$ cat src/design/tun_pkg.sv
// package for triangle_unit_normal: widths
// no dependencies
package tun_pkg;

  localparam int unsigned COORD_WIDTH_DEF = 16;
  localparam int unsigned FRAC_BITS_DEF = 14;
  localparam int unsigned OUT_WIDTH = 16;

endpackage

$ cat src/design/tun_div.sv
// pipelined restoring divide of |n|*2^F by root, one quotient bit per stage
// depends on tun_pkg
module tun_div #(
  parameter int unsigned NW = 35,
  parameter int unsigned RW = 35,
  parameter int unsigned F = tun_pkg::FRAC_BITS_DEF,
  localparam int unsigned QW = F + 1,
  localparam int unsigned AW = NW + F
) (
  input  logic clk,
  input  logic rst,
  input  logic en,
  input  logic in_valid,
  input  logic signed [NW-1:0] n,
  input  logic [RW-1:0] d,
  input  logic zero,
  output logic out_valid,
  output logic [tun_pkg::OUT_WIDTH-1:0] q_out,
  output logic zero_out
);
  logic [QW:0] vld;
  logic [AW-1:0] num [QW+1];
  logic [QW-1:0] q [QW+1];
  logic [RW-1:0] dv [QW+1];
  logic ng [QW+1];
  logic zr [QW+1];
  logic [AW-1:0] mag;
  logic [QW-1:0] qfin;

  always_comb begin
    mag = AW'(n[NW-1] ? -n : n);
    vld[0] = in_valid;
    num[0] = mag << F;
    q[0] = '0;
    dv[0] = d;
    ng[0] = n[NW-1];
    zr[0] = zero;
  end

  for (genvar k = 0; k < QW; k++) begin : g_st
    localparam int unsigned SH = QW - 1 - k;
    logic [AW+QW-1:0] trial;
    always_comb trial = (AW+QW)'(dv[k]) << SH;
    always_ff @(posedge clk) begin
      if (rst) begin
        vld[k+1] <= 1'b0;
      end else if (en) begin
        vld[k+1] <= vld[k];
      end
    end
    always_ff @(posedge clk) begin
      if (en) begin
        if ((AW+QW)'(num[k]) >= trial) begin
          num[k+1] <= num[k] - AW'(trial);
          q[k+1] <= q[k] | (QW'(1) << SH);
        end else begin
          num[k+1] <= num[k];
          q[k+1] <= q[k];
        end
        dv[k+1] <= dv[k];
        ng[k+1] <= ng[k];
        zr[k+1] <= zr[k];
      end
    end
  end

  always_comb begin
    qfin = zr[QW] ? '0 : q[QW];
    if (ng[QW]) begin
      q_out = tun_pkg::OUT_WIDTH'(-(AW'(qfin)));
    end else begin
      q_out = tun_pkg::OUT_WIDTH'(AW'(qfin));
    end
  end
  assign out_valid = vld[QW];
  assign zero_out = zr[QW];
endmodule

$ cat config.mk
export PLATFORM = sky130hd
export DESIGN_NAME = tun_div
export DESIGN_NICKNAME = d
export VERILOG_FILES = /design/src/design/tun_pkg.sv /design/src/design/tun_div.sv
export SDC_FILE = /design/constraint.sdc
export NUM_CORES = 2
export LEC_CHECK = 0
export CAP_MARGIN = 20
export CORE_MARGIN = 3
export CORE_UTILIZATION = 30
export CTS_BUF_LIST = sky130_fd_sc_hd__clkbuf_2
export CTS_CLUSTER_SIZE = 14
export DETAILED_ROUTE_END_ITERATION = 10
export DONT_BUFFER_PORTS = 1
export HOLD_SLACK_MARGIN = 0.06
export PLACE_DENSITY = 0.52
export SLEW_MARGIN = 20
export SYNTH_ARGS = -nofsm -noshare
export SYNTH_HDL_FRONTEND = slang
export SYNTH_SLANG_ARGS = --single-unit
$ cat constraint.sdc
create_clock -name clk -period 6.75 [get_ports clk]
set_input_delay 0.3375 -clock clk [delete_from_list [all_inputs] [get_ports clk]]
set_output_delay 0.3375 -clock clk [all_outputs]
set_load 0.05 [all_outputs]
* Word-level counts from Yosys, hierarchy flattened
Cells that the tools add are included.
** Storage, ports and cells
- Input bits :: 75
- Word-level logic and storage cells :: 152
- Register bits :: 1446
** Operators by class
- Mux-type cells :: 18
- Order comparisons :: 15
- $add $sub $neg :: 16
** Operator list (number)
- 2-to-1 mux 49 bit :: 14
- greater-or-equal comparator 49 x 35 -> 1 bit :: 1
- greater-or-equal comparator 49 x 36 -> 1 bit :: 1
- greater-or-equal comparator 49 x 37 -> 1 bit :: 1
- greater-or-equal comparator 49 x 38 -> 1 bit :: 1
- greater-or-equal comparator 49 x 39 -> 1 bit :: 1
- greater-or-equal comparator 49 x 40 -> 1 bit :: 1
- greater-or-equal comparator 49 x 41 -> 1 bit :: 1
- greater-or-equal comparator 49 x 42 -> 1 bit :: 1
- greater-or-equal comparator 49 x 43 -> 1 bit :: 1
- greater-or-equal comparator 49 x 44 -> 1 bit :: 1
- greater-or-equal comparator 49 x 45 -> 1 bit :: 1
- greater-or-equal comparator 49 x 46 -> 1 bit :: 1
- greater-or-equal comparator 49 x 47 -> 1 bit :: 1
- greater-or-equal comparator 49 x 48 -> 1 bit :: 1
- greater-or-equal comparator 49 bit :: 1
- subtractor 49 x 36 -> 49 bit :: 1
- subtractor 49 x 37 -> 49 bit :: 1
- subtractor 49 x 38 -> 49 bit :: 1
- subtractor 49 x 39 -> 49 bit :: 1
- subtractor 49 x 40 -> 49 bit :: 1
- subtractor 49 x 41 -> 49 bit :: 1
- subtractor 49 x 42 -> 49 bit :: 1
- subtractor 49 x 43 -> 49 bit :: 1
- 11 further kinds :: 12

* Logic depth before layout (Yosys ltp)
- Depth after elaboration :: 4
- Gate-level depth with buffers :: 22
- Depth with buffers taken out :: 20

* Worst setup path before layout
OpenSTA, ideal clock, no wires.
- Path kind :: input to register
- Start point :: in n[0]
- End point :: reg num[700] in the netlist's numbering, data pin
- Cell stages on the path :: 20
- Path slack :: 1796 ps
- Arrival time :: 4687 ps
- Required time :: 6483 ps
- Path through :: inv_1 -> ha_1 -> nor2b_1 -> nand4_1 -> or4_4 -> or4_4 -> or3_4 -> o31ai_1 -> xnor2_1 -> ha_1 -> clkbuf_1 -> and3_1 -> and3_1 -> o211ai_1 -> a21oi_1 -> a31oi_1 -> o21bai_1 -> clkbuf_1 -> clkbuf_1 -> a21oi_1
** Between the ends
- Longest elaborated chain between the ends :: 4
- Elaborated cells between the ends (all ways) :: 5
- Classes of those cells :: 2 x add/sub; 1 x order compare; 2 x mux
** RTL lines
- start: declaration :: RTL line tun_div.sv:14 : input logic signed [NW-1:0] n,
- negator 35 bit :: RTL line tun_div.sv:31 : mag = AW'(n[NW-1] ? -n : n);
- 2-to-1 mux 35 bit * :: RTL line tun_div.sv:31
- subtractor 49 bit or greater-or-equal comparator 49 bit (tied branches) :: RTL line tun_div.sv:54, tun_div.sv:53
- 2-to-1 mux 49 bit * :: RTL line tun_div.sv:53 : if ((AW+QW)'(num[k]) >= trial) begin
- end signal: indexed assignment :: RTL line tun_div.sv:54 : num[k+1] <= num[k] - AW'(trial);
- end signal: indexed assignment :: RTL line tun_div.sv:57 : num[k+1] <= num[k];
- end: declaration :: RTL line tun_div.sv:22 : logic [AW-1:0] num [QW+1];
Mark *: on every way between the ends. The rest lies on a longest branch, timed or not.
A chain may end at the register's enable or synchronous reset.

* Worst setup path after layout
- Start point :: in n[1]
- End point :: reg num[733] in the netlist's numbering, data pin
The elaborated chain is that of the path after synthesis.

==> results.txt <==
Counting flops with an async set or reset pin after synthesis yields a share of 0%. The design draws 33300 uW. Walking the worst path, the cells encountered are dlygate4sd3_1 > inv_1 > dlygate4sd3_1 > ha_1 > nor2b_2 > nand4_1 > or4_4 > or4_4 > or3_4 > o21ai_1 > dlygate4sd3_1 > xnor2_1 > dlygate4sd3_1 > ha_1 > and2_1 > nand4_1 > nor4_1 > nand2_1 > o21ai_1 > a31oi_4 > o21bai_2 > mux2_2 > dlygate4sd3_1. The average footprint of a synthesized cell came out at 10.4 um2. The flow ran to the end, and the final reports show no timing, DRC or antenna violations. The first detailed-routing pass took 5 iterations. The worst register-to-register path ends at num[290].

For the final-stage net count, the log shows 8177. After clock tree synthesis, the clock-pin slew on the worst setup and hold paths is 100 ps. The final route contains 54000 vias. In this run the horizontal extent of the chip is 504 um. The run gives 0 as the residual antenna-violating net count after detailed routing.

Summing all multi-input logic gate instances after layout gives 34200 um2. The core region is 246000 um2. Counting stages on the worst path, the most repeated cell is sky130_fd_sc_hd__dlygate4sd3_1. The via count of the first global-routing pass is 55700.

The number of antenna violations at the first check in global routing was 4; the final worst setup slack was 38.4 ps. The run gives 34.0% as the final standard cell utilization of the core. The run gives 0 ps as the summed negative setup slack over all endpoints.

The worst-case clock skew is 197 ps. TritonCTS built the clock tree. The die covers 254000 um2. The H-tree depth was 5; the share of layout cells above drive strength 1 was 9.66%. The buffer depth of the longest clock path is 4.

STA puts the critical path data arrival time at 8020 ps. Clock tree synthesis inserted a total of 355 buffers. The library cell contributing the largest single delay on the critical path is sky130_fd_sc_hd__o21bai_2. Synthesis-to-layout area growth: 12.7%. Across the whole layout, storage elements account for 37000 um2.

In this run the static leakage power is 0.0339 uW. The tree is rooted in a sky130_fd_sc_hd__clkbuf_2. The tightest min-delay check is of the flop to flop type.

IR analysis of the VDD net gives a maximum drop of 0.000166 V. Leaving out filler cells and counting taps, the final layout contains 11100. The synthesized design contains 1236 register bits.

The warning count from the yosys run is 0, and the average routed wire per standard cell is 16.1 um. The logs give 1236 for the clock sink total and 0 for the count of max-cap constraint violations. The floorplan has 182 rows. In the routed layout, each cell is associated on average with a via count of 4.86. For the clock latency at the later pin of the worst-skew pair, the log shows 1750 ps. In this design, the stage delay of the slowest critical-path cell is 770 ps. The end point of the critical path is num[733]. The sort of element at the end of the critical path is a flop. The tools report the number of filler instances in the final layout as 25000. The HPWL after detailed placement is 134 mm.

The run gives 0 as the number of hold violations in the final report. The slew at the pin closest to its max-slew limit works out to 1170 ps. Derived from the worst setup path, the maximum achievable clock frequency is 149 MHz. The count of buffers from port buffering was 0. The number of enable flip-flop cells after synthesis is 1221. The cell count after synthesis was 7131; the maximum fanout along the worst path was 11.

Final weighted congestion in routability-driven placement: 1.01. The wire length of the first global-routing pass came out at 286 mm. The tools report the start point of the critical path as n[1]. Overflow left after global routing: 0. The type of the worst setup path was primary input to flop.

Counting instances, the worst hold path has a depth of 0. The count of unique library cells instantiated by Yosys is 96. The count of endpoints failing setup in the final report came out at 0.

Dominant register cell in the synthesized netlist: sky130_fd_sc_hd__edfxtp_1. The logs give 179 mm for the routed wire length and 10300 for the total placed cells including tap cells. Entering global routing, the biggest net connects 159 pins. 93 I/O pins were placed. Measured against its own limit, the worst slew margin works out to 21.6%. The worst setup path is launched from a primary input. Dividing the final minimum period by the clock period gives 99.4%.

The count of pins over their slew limit came out at 0. In this run, the number of DRC markers left after iteration 0 of detailed routing was 2959. Subtracting the final worst setup slack from the clock period gives 6710 ps.

The worst setup slack before clock tree synthesis came out at 823 ps. The run gives 2130 ps as the worst reg-to-reg setup slack. The worst register-to-register path has a depth of 13. The worst register-to-register path begins at num[300]. For this design the ratio of total power to cell area is 397 nW/um2.

Of the synthesized area, sequential elements account for 49.7%. From bottom edge to top edge, the die measures 504 um. The global router's overall resource usage was 13.7%; the net count of the mapped netlist was 7746. The post-synthesis instance area is 74400 um2.

Post-route DRC violation count: 0. The logs give 30.2% for the starting density of the core and 8060 ps for the critical path required time. Setup repair after global routing left no endpoint under its margin.
-- how the worst min path moves through the flow --
stage | from | end | slack (ps)
2_1_floorplan | ng[1] | ng[0] | 400
5_1_grt | d[7] | dv[497] | 220
3_3_place_gp | zr[13] | zr[12] | 400
3_5_place_dp | ng[9] | ng[8] | 400
6_report | dv[447] | dv[412] | 360
4_1_cts | n[1] | num[703] | 80
-- stage by stage --
stage / hold WS (ps) / area [um2]
after floorplan: 400 / 74400
after global placement: 402 / 78200
after detailed placement: 405 / 78200
after CTS: 82.2 / 83800
after global routing: 222 / 83800
final: 365 / 83900
-- flip-flops by register name, summed over array words and instances, names as in the netlist --
register   flops
out_valid      1
ng            15
q            120
num          581
vld           14
zero_out       1
zr            14
dv           490
-- power breakdown --
part	switching, uW	internal [uW]	leakage (uW)
logic	8970	6760	0.0197
registers	1200	11200	0.0120
clock network	3080	2080	0.00228
-- worst max-delay path: cells and delay by family --
family,cells,cell delay (ps)
buffers and inverters,6,2860
AOI/OAI and AO/OA,4,1260
adders and majority gates,2,550
muxes,1,410
xor gates and xnor gates,1,70
and+or+nand+nor,9,2530
-- kinds of logic after synthesis --
kind of cell             synth area share [%]
AO/OA/AOI/OAI                            16.2
AND/OR/NAND/NOR                          11.9
flip-flops                               49.7
buffers and inverters                    4.55
XOR/XNOR                                 6.42
adder cells (fa/ha/maj)                  9.22
multiplexers                             1.98
-- metal layers --
layer | share of wire [%] | GRT usage (%) | up-vias
met2 | 50 | 24.7 | 1271
li1 | - | - | 27100
met5 | 0 | 0 | -
met3 | 3.5 | 2.36 | 573
met1 | 39 | 14.5 | 25100
met4 | 6.9 | 9.24 | 0
-- cells in the final DEF (no fill, tap or decap), types with 57 or more instances in the layout --
cell type	instances
sky130_fd_sc_hd__a31oi_1	70
sky130_fd_sc_hd__nand4_1	124
sky130_fd_sc_hd__o21bai_1	57
sky130_fd_sc_hd__mux2_2	106
sky130_fd_sc_hd__a21oi_1	666
sky130_fd_sc_hd__clkbuf_2	483
sky130_fd_sc_hd__nor2b_1	81
sky130_fd_sc_hd__clkinv_1	68
sky130_fd_sc_hd__edfxtp_1	1221
sky130_fd_sc_hd__dlygate4sd3_1	255
sky130_fd_sc_hd__nand3_1	116
sky130_fd_sc_hd__inv_1	665
sky130_fd_sc_hd__o21ai_0	414
sky130_fd_sc_hd__and3_1	60
sky130_fd_sc_hd__nand2b_1	74
sky130_fd_sc_hd__nand2_1	549
sky130_fd_sc_hd__nor3_1	80
sky130_fd_sc_hd__xnor2_1	321
sky130_fd_sc_hd__a21o_1	281
sky130_fd_sc_hd__ha_1	526
sky130_fd_sc_hd__nor2_1	505
sky130_fd_sc_hd__o21a_1	76
sky130_fd_sc_hd__xor2_1	224
-- cell type report --
class,instances,share of cell area (%)
flip-flops and latches,1236,44.1
clock buffers,483,2.88
repair buffers,303,3.67
inverters,666,2.98
diodes,8,0.0239
multi-input cells,5000,40.8
clock inverters,100,0.612
well taps,3312,4.94
-- synth_stat cells, types with 60 or more instances --
library cell	instances	share of area [%]
sky130_fd_sc_hd__a21o_1	281	2.8
sky130_fd_sc_hd__a21oi_1	668	4.5
sky130_fd_sc_hd__a31oi_1	73	0.61
sky130_fd_sc_hd__and3_1	60	0.50
sky130_fd_sc_hd__clkbuf_1	204	1.0
sky130_fd_sc_hd__edfxtp_1	1221	49
sky130_fd_sc_hd__ha_1	526	8.8
sky130_fd_sc_hd__inv_1	665	3.4
sky130_fd_sc_hd__mux2_2	106	1.6
sky130_fd_sc_hd__nand2_1	549	2.8
sky130_fd_sc_hd__nand2b_1	74	0.62
sky130_fd_sc_hd__nand3_1	116	0.78
sky130_fd_sc_hd__nand4_1	124	1.0
sky130_fd_sc_hd__nor2_1	505	2.5
sky130_fd_sc_hd__nor2b_1	82	0.69
sky130_fd_sc_hd__nor3_1	81	0.54
sky130_fd_sc_hd__o21a_1	76	0.77
sky130_fd_sc_hd__o21ai_0	416	2.8
sky130_fd_sc_hd__xnor2_1	321	3.8
sky130_fd_sc_hd__xor2_1	224	2.6
-- what timing repair did --
action	in CTS	in global routing
hold buffers	257	0
buffers inserted	0	2
setup endpoints to repair	0	22
hold endpoints to repair	1309	0
resized for setup	0	4
No activity file was read; power rests on OpenSTA's default activity.
